File: src/hw/rtl/wfd_pkg.sv
// Package: shared types and constants of the WebSocket frame deframer.
`timescale 1ns / 1ps
package wfd_pkg;

	// Width of the decoded payload length that is kept (16 to 64).
	localparam int unsigned LEN_BITS = 64;
	localparam logic [63:0] LEN_MAX  = 64'hFFFF_FFFF_FFFF_FFFF >> (64 - LEN_BITS);

	// Header second byte: 7-bit length codes that announce an extended length.
	localparam logic [6:0] LEN_CODE_EXT16 = 7'd126;
	localparam logic [6:0] LEN_CODE_EXT64 = 7'd127;
	localparam logic [3:0] EXT16_BYTES    = 4'd2;
	localparam logic [3:0] EXT64_BYTES    = 4'd8;
	localparam logic [3:0] KEY_BYTES      = 4'd4;

	typedef enum logic {
		KIND_HEADER  = 1'b0,
		KIND_PAYLOAD = 1'b1
	} wfd_kind_t;

	// One classified request handed from the parser to the output side.
	typedef struct packed {
		wfd_kind_t   kind;
		logic        fin;
		logic [3:0]  opcode;
		logic        masked;
		logic [63:0] payload_length;
		logic [7:0]  raw_byte;
		logic [7:0]  key_byte;
		logic        last;
	} wfd_op_t;

	function automatic logic [63:0] clamp_len(input logic [63:0] v);
		return (v > LEN_MAX) ? LEN_MAX : v;
	endfunction

endpackage

File: src/hw/rtl/wfd_byte_if.sv
// Interface: received byte stream channel.
`timescale 1ns / 1ps
interface wfd_byte_if;
	logic       valid;
	logic       ready;
	logic [7:0] in_byte;

	modport source (output valid, output in_byte, input ready);
	modport sink   (input valid, input in_byte, output ready);
endinterface

File: src/hw/rtl/wfd_result_if.sv
// Interface: parsed frame result channel.
`timescale 1ns / 1ps
interface wfd_result_if;
	logic        valid;
	logic        ready;
	logic        item_kind;
	logic        fin;
	logic [3:0]  opcode;
	logic        masked;
	logic [63:0] payload_length;
	logic [7:0]  data_byte;
	logic        last;

	modport source (output valid, output item_kind, output fin, output opcode,
		output masked, output payload_length, output data_byte, output last,
		input ready);
	modport sink   (input valid, input item_kind, input fin, input opcode,
		input masked, input payload_length, input data_byte, input last,
		output ready);
endinterface

File: src/hw/rtl/wfd_front.sv
// Front end: header parser that classifies each byte and queues result requests.
`timescale 1ns / 1ps
module wfd_front (
	input  logic                 clk,
	input  logic                 arst_n,
	input  logic                 in_valid,
	output logic                 in_ready,
	input  logic [7:0]           in_byte,
	input  logic                 q_ready,
	output logic                 push,
	output wfd_pkg::wfd_op_t     push_op
);

	typedef enum logic [2:0] {
		PH_HDR0  = 3'd0,
		PH_HDR1  = 3'd1,
		PH_EXT16 = 3'd2,
		PH_EXT64 = 3'd3,
		PH_KEY   = 3'd4,
		PH_DATA  = 3'd5
	} phase_t;

	phase_t      phase_q;
	logic [3:0]  field_count_q;
	logic        fin_q;
	logic [3:0]  opcode_q;
	logic        mask_q;
	logic [63:0] length_q;
	logic [63:0] bytes_left_q;
	logic [31:0] mask_key_q;
	logic [1:0]  mask_index_q;

	logic        acc;
	logic [6:0]  code;
	logic [3:0]  cnt_nxt;
	logic [3:0]  ext_need;
	logic        ext_done;
	logic [63:0] len_shift;
	logic [63:0] len_clamped;
	logic [63:0] bytes_left_nxt;
	logic [7:0]  key_byte;

	assign in_ready = q_ready;
	assign acc      = in_valid && in_ready;
	assign code     = in_byte[6:0];
	assign cnt_nxt  = field_count_q + 4'd1;
	assign ext_need = (phase_q == PH_EXT16) ? wfd_pkg::EXT16_BYTES : wfd_pkg::EXT64_BYTES;
	assign ext_done = (cnt_nxt >= ext_need);
	assign len_shift   = {length_q[55:0], in_byte};
	assign len_clamped = wfd_pkg::clamp_len(len_shift);
	assign bytes_left_nxt = (bytes_left_q != 64'd0) ? (bytes_left_q - 64'd1) : 64'd0;

	always_comb begin
		case (mask_index_q)
			2'd0:    key_byte = mask_key_q[31:24];
			2'd1:    key_byte = mask_key_q[23:16];
			2'd2:    key_byte = mask_key_q[15:8];
			default: key_byte = mask_key_q[7:0];
		endcase
	end

	// Result request built from the current byte and stored header fields
	always_comb begin
		push                   = 1'b0;
		push_op.kind           = wfd_pkg::KIND_HEADER;
		push_op.fin            = fin_q;
		push_op.opcode         = opcode_q;
		push_op.masked         = mask_q;
		push_op.payload_length = length_q;
		push_op.raw_byte       = 8'd0;
		push_op.key_byte       = 8'd0;
		push_op.last           = 1'b0;
		case (phase_q)
			PH_HDR1: begin
				push_op.masked         = in_byte[7];
				push_op.payload_length = {57'd0, code};
				push_op.last           = (code == 7'd0);
				push = acc && !in_byte[7] && (code != wfd_pkg::LEN_CODE_EXT16)
					&& (code != wfd_pkg::LEN_CODE_EXT64);
			end
			PH_EXT16, PH_EXT64: begin
				push_op.payload_length = len_clamped;
				push_op.last           = (len_clamped == 64'd0);
				push = acc && ext_done && !mask_q;
			end
			PH_KEY: begin
				push_op.last = (length_q == 64'd0);
				push = acc && (cnt_nxt == wfd_pkg::KEY_BYTES);
			end
			PH_DATA: begin
				push_op.kind     = wfd_pkg::KIND_PAYLOAD;
				push_op.raw_byte = in_byte;
				push_op.key_byte = mask_q ? key_byte : 8'd0;
				push_op.last     = (bytes_left_nxt == 64'd0);
				push = acc;
			end
			default: begin
				push = 1'b0;
			end
		endcase
	end

	always_ff @(posedge clk or negedge arst_n) begin
		if (!arst_n) begin
			phase_q       <= PH_HDR0;
			field_count_q <= 4'd0;
			fin_q         <= 1'b0;
			opcode_q      <= 4'd0;
			mask_q        <= 1'b0;
			length_q      <= 64'd0;
			bytes_left_q  <= 64'd0;
			mask_key_q    <= 32'd0;
			mask_index_q  <= 2'd0;
		end else if (acc) begin
			case (phase_q)
				PH_HDR0: begin
					fin_q    <= in_byte[7];
					opcode_q <= in_byte[3:0];
					phase_q  <= PH_HDR1;
				end
				PH_HDR1: begin
					mask_q        <= in_byte[7];
					field_count_q <= 4'd0;
					if (code == wfd_pkg::LEN_CODE_EXT16) begin
						length_q <= 64'd0;
						phase_q  <= PH_EXT16;
					end else if (code == wfd_pkg::LEN_CODE_EXT64) begin
						length_q <= 64'd0;
						phase_q  <= PH_EXT64;
					end else begin
						length_q <= {57'd0, code};
						if (in_byte[7]) begin
							phase_q <= PH_KEY;
						end else begin
							bytes_left_q <= {57'd0, code};
							mask_index_q <= 2'd0;
							phase_q      <= (code == 7'd0) ? PH_HDR0 : PH_DATA;
						end
					end
				end
				PH_EXT16, PH_EXT64: begin
					if (ext_done) begin
						length_q      <= len_clamped;
						field_count_q <= 4'd0;
						if (mask_q) begin
							phase_q <= PH_KEY;
						end else begin
							bytes_left_q <= len_clamped;
							mask_index_q <= 2'd0;
							phase_q      <= (len_clamped == 64'd0) ? PH_HDR0 : PH_DATA;
						end
					end else begin
						length_q      <= len_shift;
						field_count_q <= cnt_nxt;
					end
				end
				PH_KEY: begin
					mask_key_q <= {mask_key_q[23:0], in_byte};
					if (cnt_nxt == wfd_pkg::KEY_BYTES) begin
						field_count_q <= 4'd0;
						bytes_left_q  <= length_q;
						mask_index_q  <= 2'd0;
						phase_q       <= (length_q == 64'd0) ? PH_HDR0 : PH_DATA;
					end else begin
						field_count_q <= cnt_nxt;
					end
				end
				PH_DATA: begin
					mask_index_q <= mask_index_q + 2'd1;
					bytes_left_q <= bytes_left_nxt;
					if (bytes_left_nxt == 64'd0) begin
						phase_q <= PH_HDR0;
					end
				end
				default: begin
					phase_q <= PH_HDR0;
				end
			endcase
		end
	end

	// A request that closes a frame sends the parser back to the first header byte
	a_last_ends_frame: assert property (@(posedge clk) disable iff (!arst_n)
		push && push_op.last |=> phase_q == PH_HDR0)
		else $error("frame end did not return parser to header start");

	// Field counter never runs past the longest extended length
	a_count_bound: assert property (@(posedge clk) disable iff (!arst_n)
		field_count_q < wfd_pkg::EXT64_BYTES)
		else $error("field count out of range");

	// Payload phase always has bytes outstanding
	a_data_nonzero: assert property (@(posedge clk) disable iff (!arst_n)
		phase_q == PH_DATA |-> bytes_left_q != 64'd0)
		else $error("payload phase with no bytes left");

endmodule

File: src/hw/rtl/wfd_queue.sv
// Two-entry queue of result requests between parser and output stage.
`timescale 1ns / 1ps
module wfd_queue (
	input  logic             clk,
	input  logic             arst_n,
	input  logic             push,
	input  wfd_pkg::wfd_op_t push_op,
	output logic             q_ready,
	input  logic             pop,
	output logic             q_valid,
	output wfd_pkg::wfd_op_t pop_op
);

	wfd_pkg::wfd_op_t entry_q [2];
	logic       wr_ptr_q;
	logic       rd_ptr_q;
	logic [1:0] count_q;

	assign q_ready = (count_q != 2'd2);
	assign q_valid = (count_q != 2'd0);
	assign pop_op  = entry_q[rd_ptr_q];

	always_ff @(posedge clk) begin
		if (push) begin
			entry_q[wr_ptr_q] <= push_op;
		end
	end

	always_ff @(posedge clk or negedge arst_n) begin
		if (!arst_n) begin
			wr_ptr_q <= 1'b0;
			rd_ptr_q <= 1'b0;
			count_q  <= 2'd0;
		end else begin
			if (push) begin
				wr_ptr_q <= ~wr_ptr_q;
			end
			if (pop) begin
				rd_ptr_q <= ~rd_ptr_q;
			end
			case ({push, pop})
				2'b10:   count_q <= count_q + 2'd1;
				2'b01:   count_q <= count_q - 2'd1;
				default: count_q <= count_q;
			endcase
		end
	end

	a_no_overflow: assert property (@(posedge clk) disable iff (!arst_n)
		push |-> q_ready)
		else $error("push into full queue");

	a_no_underflow: assert property (@(posedge clk) disable iff (!arst_n)
		pop |-> q_valid)
		else $error("pop from empty queue");

endmodule

File: src/hw/rtl/wfd_back.sv
// Back end: unmasks payload bytes and holds the result output register.
`timescale 1ns / 1ps
module wfd_back (
	input  logic             clk,
	input  logic             arst_n,
	input  logic             q_valid,
	input  wfd_pkg::wfd_op_t pop_op,
	output logic             pop,
	wfd_result_if.source     res
);

	logic        out_valid_q;
	logic        kind_q;
	logic        fin_q;
	logic [3:0]  opcode_q;
	logic        masked_q;
	logic [63:0] length_q;
	logic [7:0]  data_q;
	logic        last_q;

	assign pop = q_valid && (!out_valid_q || res.ready);

	always_ff @(posedge clk or negedge arst_n) begin
		if (!arst_n) begin
			out_valid_q <= 1'b0;
		end else if (pop) begin
			out_valid_q <= 1'b1;
		end else if (res.ready) begin
			out_valid_q <= 1'b0;
		end
	end

	always_ff @(posedge clk) begin
		if (pop) begin
			kind_q   <= pop_op.kind;
			fin_q    <= pop_op.fin;
			opcode_q <= pop_op.opcode;
			masked_q <= pop_op.masked;
			length_q <= pop_op.payload_length;
			data_q   <= pop_op.raw_byte ^ pop_op.key_byte;
			last_q   <= pop_op.last;
		end
	end

	assign res.valid          = out_valid_q;
	assign res.item_kind      = kind_q;
	assign res.fin            = fin_q;
	assign res.opcode         = opcode_q;
	assign res.masked         = masked_q;
	assign res.payload_length = length_q;
	assign res.data_byte      = data_q;
	assign res.last           = last_q;

	a_pop_loads: assert property (@(posedge clk) disable iff (!arst_n)
		pop |=> out_valid_q)
		else $error("popped request not presented");

endmodule

File: src/hw/rtl/websocket_frame_deframer.sv
// Top level: WebSocket (RFC 6455) receive-side frame deframer.
//
//  channel  | dir | payload                                             | request
//  ---------+-----+-----------------------------------------------------+----------------------
//  stream   | in  | in_byte[7:0]                                        | one received byte
//  frames   | out | item_kind fin opcode[3:0] masked payload_length[63:0]| header or payload
//           |     | data_byte[7:0] last                                 | byte result
//
//  Throughput: one byte per cycle while the queue has room; every byte is parsed
//  in the cycle it is accepted, so the per-byte state update in the parser sets the rate.
//  Path: the request that a byte completes is written into the queue, then into
//  the output register, before it appears on frames.
//  Reset: arst_n clears parser state to wait for a first header byte and
//  empties the queue and output register; no clearing pass.
//  Stalls: the two-entry queue decouples parser and output; stream stalls
//  while the queue is full, which needs frames held off, and takes bytes
//  again in the cycle after frames accepts.
`timescale 1ns / 1ps
module websocket_frame_deframer (
	input  logic         clk,
	input  logic         arst_n,
	wfd_byte_if.sink     stream,
	wfd_result_if.source frames
);

	logic             push;
	logic             pop;
	logic             q_ready;
	logic             q_valid;
	wfd_pkg::wfd_op_t push_op;
	wfd_pkg::wfd_op_t pop_op;

	// Parser: header fields, extended length, mask key, payload count
	wfd_front u_front (
		.clk      (clk),
		.arst_n   (arst_n),
		.in_valid (stream.valid),
		.in_ready (stream.ready),
		.in_byte  (stream.in_byte),
		.q_ready  (q_ready),
		.push     (push),
		.push_op  (push_op)
	);

	wfd_queue u_queue (
		.clk     (clk),
		.arst_n  (arst_n),
		.push    (push),
		.push_op (push_op),
		.q_ready (q_ready),
		.pop     (pop),
		.q_valid (q_valid),
		.pop_op  (pop_op)
	);

	// Unmask and present results
	wfd_back u_back (
		.clk     (clk),
		.arst_n  (arst_n),
		.q_valid (q_valid),
		.pop_op  (pop_op),
		.pop     (pop),
		.res     (frames)
	);

endmodule
File: src/flat_wrapper.sv
// flat-port wrapper written by rule: the top's interface ports become plain ports
module websocket_frame_deframer_flat 
  (clk, arst_n, stream_valid, stream_in_byte, stream_ready, frames_valid, frames_item_kind, frames_fin, frames_opcode, frames_masked, frames_payload_length, frames_data_byte, frames_last, frames_ready);
  wfd_byte_if stream_i ();
  wfd_result_if frames_i ();
  input  logic clk;
  input  logic arst_n;
  input wire logic [$bits(stream_i.valid)-1:0] stream_valid;
  input wire logic [$bits(stream_i.in_byte)-1:0] stream_in_byte;
  output wire logic [$bits(stream_i.ready)-1:0] stream_ready;
  output wire logic [$bits(frames_i.valid)-1:0] frames_valid;
  output wire logic [$bits(frames_i.item_kind)-1:0] frames_item_kind;
  output wire logic [$bits(frames_i.fin)-1:0] frames_fin;
  output wire logic [$bits(frames_i.opcode)-1:0] frames_opcode;
  output wire logic [$bits(frames_i.masked)-1:0] frames_masked;
  output wire logic [$bits(frames_i.payload_length)-1:0] frames_payload_length;
  output wire logic [$bits(frames_i.data_byte)-1:0] frames_data_byte;
  output wire logic [$bits(frames_i.last)-1:0] frames_last;
  input wire logic [$bits(frames_i.ready)-1:0] frames_ready;
  assign stream_i.valid = stream_valid;
  assign stream_i.in_byte = stream_in_byte;
  assign stream_ready = stream_i.ready;
  assign frames_valid = frames_i.valid;
  assign frames_item_kind = frames_i.item_kind;
  assign frames_fin = frames_i.fin;
  assign frames_opcode = frames_i.opcode;
  assign frames_masked = frames_i.masked;
  assign frames_payload_length = frames_i.payload_length;
  assign frames_data_byte = frames_i.data_byte;
  assign frames_last = frames_i.last;
  assign frames_i.ready = frames_ready;
  websocket_frame_deframer u_core (.clk(clk), .arst_n(arst_n), .stream(stream_i), .frames(frames_i));
endmodule
File: config.mk
export PLATFORM = sky130hd
export DESIGN_NAME = websocket_frame_deframer_flat
export DESIGN_NICKNAME = d
export VERILOG_FILES = /design/src/hw/rtl/wfd_pkg.sv /design/src/hw/rtl/wfd_byte_if.sv /design/src/hw/rtl/wfd_result_if.sv /design/src/hw/rtl/wfd_front.sv /design/src/hw/rtl/wfd_queue.sv /design/src/hw/rtl/wfd_back.sv /design/src/hw/rtl/websocket_frame_deframer.sv /design/src/flat_wrapper.sv
export SDC_FILE = /design/constraint.sdc
export NUM_CORES = 1
export LEC_CHECK = 0
export BUFFER_PORTS_ARGS = -buffer_cell sky130_fd_sc_hd__buf_2
export CAP_MARGIN = 40
export CORE_ASPECT_RATIO = 0.5
export CORE_MARGIN = 2
export CORE_UTILIZATION = 25
export DETAILED_ROUTE_END_ITERATION = 8
export SKIP_CTS_REPAIR_TIMING = 1
export SYNTH_ARGS = -nofsm -noshare
export SYNTH_HDL_FRONTEND = slang
export SYNTH_SLANG_ARGS = --single-unit
export TNS_END_PERCENT = 10
File: constraint.sdc
create_clock -name clk -period 6.85 [get_ports clk]
set_input_delay 0 -clock clk [delete_from_list [all_inputs] [get_ports clk]]
set_output_delay 0 -clock clk [all_outputs]
set_load 0.02 [all_outputs]
* Word level (Yosys, flattened, before mapping)
Memory sizes are Yosys's and may differ from the RTL's. Cells that the tools add are included.
Storage, ports and cells: bits in registers 260, memories kept 1, output and inout port bits 82, bits of input ports 12, memory bits (writable) 176, logic and storage cells 133, bits in read-only memories 0, bits in latches 0
Memory list:
- u_core.u_queue.entry_q | depth 2, bits a word 88, rd ports 1, clocked after memory_dff 0, wr ports 1, RTL line wfd_queue.sv:14 | wfd_pkg::wfd_op_t entry_q [2];
Cells by class: add/subtract/negate cells 5, multiplexer cells 48, divide/modulo/power cells 0, reduce and logical (&&, ||, !) cells 32, $mul 0, shift operators 0, magnitude comparators 2, equal/unequal tests 22, bitwise operators 3
Operators by type and width (number):
- $mux W64 | 9
- $pmux W64 S2 | 2
- $pmux W64 S4 | 1
- $logic_not A64 Y1 | 3
- $gt A64 B64 Y1 const B | 1
- $reduce_bool A64 Y1 | 1
- $sub A64 B1 Y64 const B | 1
- $mux W3 | 10
- $pmux W8 S3 | 1
- $mux W16 | 1
- $ne A2 B2 Y1 const B | 8
- $pmux W3 S5 | 1
- $eq A7 B7 Y1 const B | 2
- $mux W7 | 2
- $ne A7 B7 Y1 const B | 2
- $mux W2 | 6
- $mux W4 | 3
- $pmux W4 S3 | 1
- $logic_and A1 B1 Y1 | 8
- $mux W8 | 1
- $pmux W1 S4 | 2
- $pmux W2 S4 | 1
- $reduce_and A2 Y1 | 4
- $reduce_and A8 Y1 | 1
- 24 further kinds | 40

* Depth between registers and ports, before layout
Gate-level depths: netlist (run 1).
word-level depth 8, gate-level depth with buffers 14

* By module
Synthesis (run 1) repeated with hierarchy kept, for this count alone.
Second synthesis, totals: cell total of the unflattened synthesis 1663, area total of the unflattened synthesis 20061.7 sq um
Modules (own cells, without submodules):
- wfd_front | area each 10976.8 sq um, times used 1, seq. area each 4379.2 sq um, cells an instance 1281
- wfd_queue | area each 6568.8 sq um, times used 1, seq. area each 5385.2 sq um, cells an instance 290
- wfd_back | area each 2516.2 sq um, times used 1, seq. area each 2427.3 sq um, cells an instance 92

* Worst setup path before layout (run 1)
OpenSTA, ideal clock, no wires.
path kind register to register, start point reg u_core.u_front.field_count_q[0], end point mem u_core.u_queue.entry_q[0][0] (netlist bit), enable pin, data arrival time 5.459 ns, slack 0.856 ns, cell stages (with the launch flop) 12, data required time 6.315 ns, period minus slack after synthesis 5.994 ns, path buffers 0, library setup time 0.535 ns, path through dfrtp_1 ha_1 inv_1 ha_1 nand2_1 nand4_1 a21oi_1 nor3_1 a2111oi_0 nor3_1 inv_1 nor2_1
On the way: longest elaborated chain between the ends 7, elaborated cells on any way between the ends 9
Ends and longest elaborated chain:
- start, declared | RTL line wfd_front.sv:24 | logic [3:0] field_count_q;
- start signal, assigned | RTL line wfd_front.sv:154 | field_count_q <= cnt_nxt;
- start signal, assigned | RTL line wfd_front.sv:165 | field_count_q <= cnt_nxt;
- $add A4 B1 Y4 (*) | RTL line wfd_front.sv:46 | assign cnt_nxt = field_count_q + 4'd1;
- $ge A4 B4 Y1 | RTL line wfd_front.sv:48 | assign ext_done = (cnt_nxt >= ext_need);
- $logic_and A1 B1 Y1 (2 in a row) | RTL line wfd_front.sv:84 | push = acc && ext_done && !mask_q;
- $pmux W1 S4 (*) | RTL line wfd_front.sv:73 | case (phase_q)
- $mux W1 (*) | RTL line wfd_queue.sv:24 | if (push) begin
- $mux W1 (not written as such) (*) | RTL line wfd_queue.sv:25 | entry_q[wr_ptr_q] <= push_op;
- end, declared | RTL line wfd_queue.sv:14
Every way passes the cells marked *; elsewhere a longest branch is shown, timed or not.

* Final worst setup path (run 1)
start point reg u_core.u_front.bytes_left_q[0], end point reg u_core.u_front.bytes_left_q[21]
On the way: longest elaborated chain between the ends 3, elaborated cells on any way between the ends 4
Ends and longest elaborated chain:
- start, declared | RTL line wfd_front.sv:29 | logic [63:0] bytes_left_q;
- start signal, assigned | RTL line wfd_front.sv:135 | bytes_left_q <= {57'd0, code};
- start signal, assigned | RTL line wfd_front.sv:148 | bytes_left_q <= len_clamped;
- start signal, assigned | RTL line wfd_front.sv:161 | bytes_left_q <= length_q;
- $sub A64 B1 Y64 or $reduce_bool A64 Y1 (tied branches) | RTL line wfd_front.sv:51 | assign bytes_left_nxt = (bytes_left_q != 64'd0) ? (bytes_left_q - 64'd1) : 64'd0;
- $mux W64 (*) | RTL line wfd_front.sv:51
- $pmux W64 S4 (*) | RTL line wfd_front.sv:115 | case (phase_q)
Marks and branches as above. A chain may end at the register's enable or synchronous reset.

==> results of run 1 <==
-- cells by family after synthesis --
family | share of synthesized area
AND/OR/NAND/NOR | 0.108
buffers and inverters | 0.0269
flip-flops | 0.617
AO/OA/AOI/OAI | 0.155
XOR/XNOR | 0.0226
multiplexers | 0.0620
adder cells (fa/ha/maj) | 0.00823
-- cell usage in the layout, fill, tap and decap left out, types with 4 or more instances in the layout --
| cell | n |
|---|---|
| sky130_fd_sc_hd__nand2b_1 | 7 |
| sky130_fd_sc_hd__clkbuf_16 | 49 |
| sky130_fd_sc_hd__a22oi_1 | 16 |
| sky130_fd_sc_hd__nor2_1 | 81 |
| sky130_fd_sc_hd__a32o_1 | 54 |
| sky130_fd_sc_hd__ha_1 | 12 |
| sky130_fd_sc_hd__o31a_1 | 4 |
| sky130_fd_sc_hd__clkinv_2 | 6 |
| sky130_fd_sc_hd__nor4_1 | 50 |
| sky130_fd_sc_hd__dlygate4sd3_1 | 10 |
| sky130_fd_sc_hd__o211ai_1 | 4 |
| sky130_fd_sc_hd__or2_2 | 5 |
| sky130_fd_sc_hd__mux2_2 | 107 |
| sky130_fd_sc_hd__a21oi_1 | 38 |
| sky130_fd_sc_hd__clkinv_1 | 12 |
| sky130_fd_sc_hd__xor2_1 | 25 |
| sky130_fd_sc_hd__or3_1 | 12 |
| sky130_fd_sc_hd__clkbuf_1 | 10 |
| sky130_fd_sc_hd__xnor2_1 | 26 |
| sky130_fd_sc_hd__edfxtp_1 | 256 |
| sky130_fd_sc_hd__o21ai_0 | 127 |
| sky130_fd_sc_hd__inv_1 | 20 |
| sky130_fd_sc_hd__a221oi_1 | 14 |
| sky130_fd_sc_hd__a222oi_1 | 32 |
| sky130_fd_sc_hd__nor3b_1 | 5 |
| sky130_fd_sc_hd__and3_1 | 11 |
| sky130_fd_sc_hd__buf_4 | 22 |
| sky130_fd_sc_hd__nor3_1 | 44 |
| sky130_fd_sc_hd__dfrtp_1 | 179 |
| sky130_fd_sc_hd__buf_2 | 92 |
| sky130_fd_sc_hd__a22o_1 | 84 |
| sky130_fd_sc_hd__or4_1 | 10 |
| sky130_fd_sc_hd__o22ai_1 | 5 |
| sky130_fd_sc_hd__bufinv_16 | 6 |
| sky130_fd_sc_hd__nand2_1 | 112 |
| sky130_fd_sc_hd__nand3_1 | 29 |
| sky130_fd_sc_hd__and2_1 | 9 |
| sky130_fd_sc_hd__a31oi_1 | 10 |
| sky130_fd_sc_hd__nand4_1 | 20 |
-- metrics by stage --
| step | std cells | hold slack (ns) |
|---|---|---|
| 6_report | 2722 | 0.0381 |
| 5_1_grt | 2722 | 0.0635 |
| 4_1_cts | 2712 | -0.516 |
| 3_5_place_dp | 2624 | 0.111 |
| 3_3_place_gp | 2620 | 0.111 |
| 2_1_floorplan | 1584 | -0.296 |
-- power by group through the flow --
stage	Combinational (mW)	Clock (mW)	Sequential, mW
floorplan	1.04	0	4.17
global placement	1.93	0	3.99
detailed placement	1.96	0	4.00
CTS	1.97	2.65	3.96
global route	2.10	2.75	4.02
finish	1.95	2.60	3.95
-- how the worst min path moves through the flow --
stage	from	to
floorplan	arst_n	u_core.u_back.res.valid
global placement	arst_n	u_core.u_front.length_q[47]
detailed placement	arst_n	u_core.u_front.length_q[47]
CTS	arst_n	u_core.u_front.length_q[52]
global route	stream_valid	u_core.u_front.length_q[38]
finish	arst_n	u_core.u_front.length_q[52]
-- critical path: stages (launching register included) --
cell	delay [ns]
sky130_fd_sc_hd__dfrtp_1	0.41
sky130_fd_sc_hd__inv_1	0.13
sky130_fd_sc_hd__ha_1	0.35
sky130_fd_sc_hd__nor4b_1	0.52
sky130_fd_sc_hd__nand2_1	0.34
sky130_fd_sc_hd__nor3_1	0.41
sky130_fd_sc_hd__nand3_1	0.39
sky130_fd_sc_hd__o21ai_2	0.77
sky130_fd_sc_hd__buf_4	0.35
sky130_fd_sc_hd__nor3_1	0.09
sky130_fd_sc_hd__a222oi_1	0.30
sky130_fd_sc_hd__o21ai_0	0.12
sky130_fd_sc_hd__a22o_1	0.18
-- registers in the layout, indices dropped and copies added (netlist names), 2 cells and up --
| signal | count |
|---|---|
| u_core.u_back.res.data_byte | 8 |
| u_core.u_back.res.opcode | 4 |
| u_core.u_back.res.payload_length | 64 |
| u_core.u_front.bytes_left_q | 64 |
| u_core.u_front.field_count_q | 4 |
| u_core.u_front.length_q | 64 |
| u_core.u_front.mask_index_q | 2 |
| u_core.u_front.mask_key_q | 32 |
| u_core.u_front.opcode_q | 4 |
| u_core.u_front.phase_q | 3 |
| u_core.u_queue.count_q | 2 |
| u_core.u_queue.entry_q | 176 |
-- metal layers --
metal,GRT usage,up-vias,routed length (um)
met5,0,-,0
met1,0.186,7128,24000
met4,0.0402,0,1470
met2,0.203,628,25000
met3,0.0218,107,4370
li1,-,6316,-
-- layout make-up --
class | count | area share
inverters | 21 | 0.00342
repair buffers | 129 | 0.0358
multi-input cells | 1012 | 0.308
clock inverters | 29 | 0.0136
well taps | 1036 | 0.0562
clock buffers | 59 | 0.0548
flip-flops and latches | 436 | 0.529
-- cell usage after synthesis (20+ instances only) --
cell	number	area share
sky130_fd_sc_hd__nor4_1	50	0.016
sky130_fd_sc_hd__o21ai_0	127	0.032
sky130_fd_sc_hd__xnor2_1	26	0.012
sky130_fd_sc_hd__xor2_1	25	0.011
sky130_fd_sc_hd__nand2_1	113	0.021
sky130_fd_sc_hd__a222oi_1	32	0.016
sky130_fd_sc_hd__nor3_1	45	0.011
sky130_fd_sc_hd__edfxtp_1	256	0.39
sky130_fd_sc_hd__inv_1	20	0.0038
sky130_fd_sc_hd__clkbuf_1	104	0.020
sky130_fd_sc_hd__a22o_1	84	0.037
sky130_fd_sc_hd__nand4_1	20	0.0063
sky130_fd_sc_hd__a21oi_1	39	0.0099
sky130_fd_sc_hd__mux2_2	107	0.061
sky130_fd_sc_hd__nand3_1	29	0.0073
sky130_fd_sc_hd__nor2_1	83	0.016
sky130_fd_sc_hd__dfrtp_1	180	0.23
sky130_fd_sc_hd__a32o_1	54	0.027
==> impl_metrics.json, run 1 <==
{
  "num_io_pins": 94,
  "cts-htree-levels": 2,
  "power_per_cell_area_nw_per_um2": 368,
  "antenna_cells_inserted": 0,
  "std_cell_rows": 72,
  "routed_via_density": 5.21,
  "global_route_wire_length_before_repair_um": 84100,
  "grt_antenna_before_repair": 2,
  "insertion_delay_ns": 0.59,
  "worst_ep_arrival_time_ns": 4.95,
  "detailedPlacementHpwl_um": 35600,
  "register_area_sq_um": 12200,
  "comb_power_share": 0.230,
  "clk_pin_slew_ns": 0.06,
  "rsz0062_at_grt": "no",
  "drt-total-wl_um": 54900,
  "power.internal_mw": 5.78,
  "reg2regPathDepth": 12,
  "cts_buffers": 48,
  "horizontal_die_dimension_um": 402,
  "clock_tree.buffer_depth": 3,
  "die_h_um": 203,
  "tightest_slew_ns": 0.881,
  "stdcell_area_sq_um": 23100,
  "die_area_sq_um": 81500,
  "seq_area_frac_synth": 0.617,
  "routabilityCongestion": 0.978,
  "syn2layout_area_growth_pct": 16.7,
  "run_status": "finished, violations left",
  "num-fill-cells": 7814,
  "wire_per_inst_um": 20.2,
  "synth_enable_flop_cells": 256,
  "multiInputGateArea_sq_um": 7100,
  "setup.worst_path.start_class": "flip-flop",
  "worst_ep_required_time_ns": 7.31,
  "grt_max_degree": 80,
  "finalSetupViolations": 0,
  "hp-class": "in -> async",
  "post_syn_area_sq_um": 19800,
  "via_count_of_the_first_global_routing_pass": 13700,
  "fin_nets": 1673,
  "dpl_worst_slack_ns": 2.47,
  "synth_async_sr_flop_share": 0.413,
  "slew_viol_final": 0,
  "power.ir.vdd_worst_mv": 0.181,
  "timing.setup.critical_path_class": "reg -> reg",
  "via_total_after_detailed_routing": 14200,
  "finalCritPeriodShare": 0.655,
  "finalCoreUtilization": 0.297,
  "setup_ws_post_layout_ns": 2.36,
  "total_switching_power_mw": 2.72,
  "drt-initial-drc-count": 1783,
  "drc": 1,
  "crit_path_end": "u_core.u_front.bytes_left_q[21]",
  "fmax_ghz": 0.223,
  "power_frac_seq": 0.465,
  "synth_cells": 1584,
  "synth-seq-cells": 436,
  "grt_usage": 0.131,
  "slew_headroom": 0.408,
  "ys_warn_count": 0,
  "tritoncts_clock_tree": "done",
  "pwr-share-clk": 0.306,
  "ant_nets": 0,
  "worstSetupStartpoint": "u_core.u_front.bytes_left_q[0]",
  "core_area_sq_um": 77700,
  "ff2ff_setup_slack_ns": 2.36,
  "failing_checks": "DRC",
  "timing_hold_violations_final": 0,
  "start_util": 0.254,
  "dominantRegCellSynth": "sky130_fd_sc_hd__edfxtp_1",
  "finalSetupTns_ns": 0,
  "fin_crit_ns": 4.49,
  "synth_cell_type_count": 68,
  "p_total_mw": 8.50,
  "grt_overflow": 0,
  "regToRegEndpoint": "u_core.u_front.bytes_left_q[21]",
  "ctsRootBufferMaster": "sky130_fd_sc_hd__clkbuf_16",
  "max_cap_violations": 0,
  "clock_skew_ns": 0.0195,
  "swShare": 0.320,
  "worstPathMaxFanout": 15,
  "placed_cell_area_sq_um": 21400,
  "port-buffer-count": 93,
  "final_layout_size_suffix_gt1_frac": 0.190,
  "power.leakage_nw": 8.45,
  "worstSetupEndpointType": "flip-flop",
  "avgSynthCellArea_sq_um": 12.5,
  "synth_nets": 1609,
  "detailedRoute.firstPassIterationCount": 9,
  "clock-sinks": 436,
  "worst_r2r_startpoint": "u_core.u_front.bytes_left_q[0]"
}
(Power assumes the default switching activity.)
==> inputs of run 2 (changes only) <==
- clock period: 6.85 -> 4.7 ns (I/O delays scaled with it)
==> run 2 against run 1 <==
Effect of this change: worst hold slack improved by 0.031 ns; total power is 48% higher; sequential share of layout area down 0.36 points; wire length up 4.6%; critical endpoint is now u_core.u_queue.entry_q[0][0]; register-to-register slack got worse by 1.9 ns; via count increased by 1.6%; the run now ends clean.
==> impl_metrics.json, run 2 (synthesis results as in run 1) <==
{
  "path_buf_inv": 0,
  "global_route_wire_length_before_repair_um": 87300,
  "ant_nets": 0,
  "top_register": "u_core.u_queue.entry_q",
  "grt_overflow": 0,
  "hp-class": "in -> async",
  "syn2layout_area_growth_pct": 17.5,
  "power.leakage_nw": 8.55,
  "drt-total-wl_um": 57400,
  "detailedRoute.firstPassIterationCount": 6,
  "clock_skew_ns": 0.0218,
  "std_cell_rows": 72,
  "slew_viol_final": 0,
  "horizontal_die_dimension_um": 402,
  "port-buffer-count": 93,
  "final_layout_size_suffix_gt1_frac": 0.202,
  "timing_hold_violations_final": 0,
  "largest_reg_flops": 176,
  "setup.worst_path.start_class": "flip-flop",
  "whs_ns": 0.0692,
  "finalCoreUtilization": 0.299,
  "slew_headroom": 0.420,
  "tightest_slew_ns": 0.869,
  "fin_crit_ns": 4.24,
  "clock_tree.buffer_depth": 3,
  "multiInputGateArea_sq_um": 7100,
  "worstSetupEndpointType": "flip-flop",
  "clock-sinks": 436,
  "grtUsageMet3": 0.0217,
  "timing.setup.critical_path_class": "reg -> reg",
  "grt_max_degree": 89,
  "worst_ep_arrival_time_ns": 4.68,
  "register_area_sq_um": 12200,
  "via_total_after_detailed_routing": 14400,
  "p_total_mw": 12.6,
  "rsz0062_at_grt": "no",
  "power_per_cell_area_nw_per_um2": 541,
  "grt_usage": 0.138,
  "drt-initial-drc-count": 1758,
  "met1_global_route_usage": 0.201,
  "tritoncts_clock_tree": "done",
  "start_util": 0.254,
  "detailedPlacementHpwl_um": 38500,
  "slowest_delay_ns": 0.71,
  "routed_via_density": 5.26,
  "worst_ep_required_time_ns": 5.14,
  "drc": 0,
  "busiest_layer": "met2",
  "clk_pin_slew_ns": 0.06,
  "via_count_of_the_first_global_routing_pass": 13700,
  "max_cap_violations": 0,
  "die_area_sq_um": 81500,
  "layoutNonFillerInstCount": 2737,
  "cts_buffers": 46,
  "ctsRootBufferMaster": "sky130_fd_sc_hd__clkbuf_16",
  "antenna_cells_inserted": 0,
  "finalCritPeriodShare": 0.903,
  "num_io_pins": 94,
  "routabilityCongestion": 0.967,
  "met2_usage": 0.210,
  "worstPathCellList": "nor4_1, nand4_1, or3_1, or3_4, o41a_1, nor4_1, nand4_1, a211o_1, a21oi_2",
  "commonest_non_fill_non_tap_cell_in_the_layout": "sky130_fd_sc_hd__edfxtp_1",
  "fin_nets": 1688,
  "fmax_ghz": 0.236,
  "critPathSlowestCell": "sky130_fd_sc_hd__or3_1",
  "insertion_delay_ns": 0.60,
  "numPlacedInstances": 2641,
  "most-common-layout-cells": "sky130_fd_sc_hd__edfxtp_1 (256), sky130_fd_sc_hd__dfrtp_1 (179), sky130_fd_sc_hd__o21ai_0 (127)",
  "num-fill-cells": 7834,
  "timing.critical_path.max_delay_family": "simple AND/OR/NAND/NOR gates",
  "power.ir.vdd_worst_mv": 0.266,
  "finalSetupViolations": 0,
  "die_h_um": 203,
  "dpl_worst_slack_ns": 0.533,
  "worstPathMaxFanout": 10,
  "grt_antenna_before_repair": 0,
  "wire_per_inst_um": 21.0,
  "core_area_sq_um": 77700,
  "cts-htree-levels": 2,
  "setup_ws_post_layout_ns": 0.458,
  "run_status": "complete, no violations"
}
## run 2: changes by cell type in the layout (fill, tap and decap cells not counted), moves of 2 or more
cell	before	now
sky130_fd_sc_hd__clkbuf_8	0	4
sky130_fd_sc_hd__buf_12	1	3
sky130_fd_sc_hd__clkbuf_16	49	47
sky130_fd_sc_hd__clkinv_1	12	3
sky130_fd_sc_hd__clkbuf_1	10	13
sky130_fd_sc_hd__buf_4	22	37
## run 2: final timing paths
kind | slack (ns) | start | depth (start not counted) | to
max | 0.46 | u_core.u_front.bytes_left_q[11] | 9 | u_core.u_queue.entry_q[0][0]
min | 0.07 | arst_n | 2 | u_core.u_front.length_q[59]
max reg2reg | 0.46 | u_core.u_front.bytes_left_q[11] | 9 | u_core.u_queue.entry_q[0][0]
min reg2reg | 0.46 | u_core.u_front.opcode_q[0] | 0 | u_core.u_queue.entry_q[0][82]
max in group asynchronous | 3.39 | arst_n | 3 | u_core.u_front.mask_key_q[2]
min in group clk | 0.12 | stream_valid | 3 | u_core.u_front.length_q[10]
## run 2: final cells by class
| cell class | instances | area share |
|---|---|---|
| multi-input cells | 1012 | 0.306 |
| well taps | 1036 | 0.0558 |
| repair buffers | 146 | 0.0413 |
| clock inverters | 22 | 0.0138 |
| flip-flops and latches | 436 | 0.525 |
| inverters | 21 | 0.00339 |
| clock buffers | 64 | 0.0551 |
## run 2: per-stage QoR
step | TNS (ns) | cell area, sq um
6_report | 0 | 23200
5_1_grt | 0 | 23200
4_1_cts | 0 | 23100
3_5_place_dp | 0 | 21500
3_3_place_gp | 0 | 21500
2_1_floorplan | -24.61 | 19800
## run 2: per-layer routing
layer | up-vias | part of all wire
met3 | 92 | 0.071
met4 | 0 | 0.026
li1 | 6345 | -
met2 | 617 | 0.45
met1 | 7345 | 0.45
met5 | - | 0
## run 2: report_power, final
group          internal (mW)  total [mW]  leakage (nW)  switching [mW]
Combinational           1.04        3.03          2.93            1.98
Sequential              5.20        5.70          4.84           0.496
Clock                   2.31        3.85         0.772            1.54
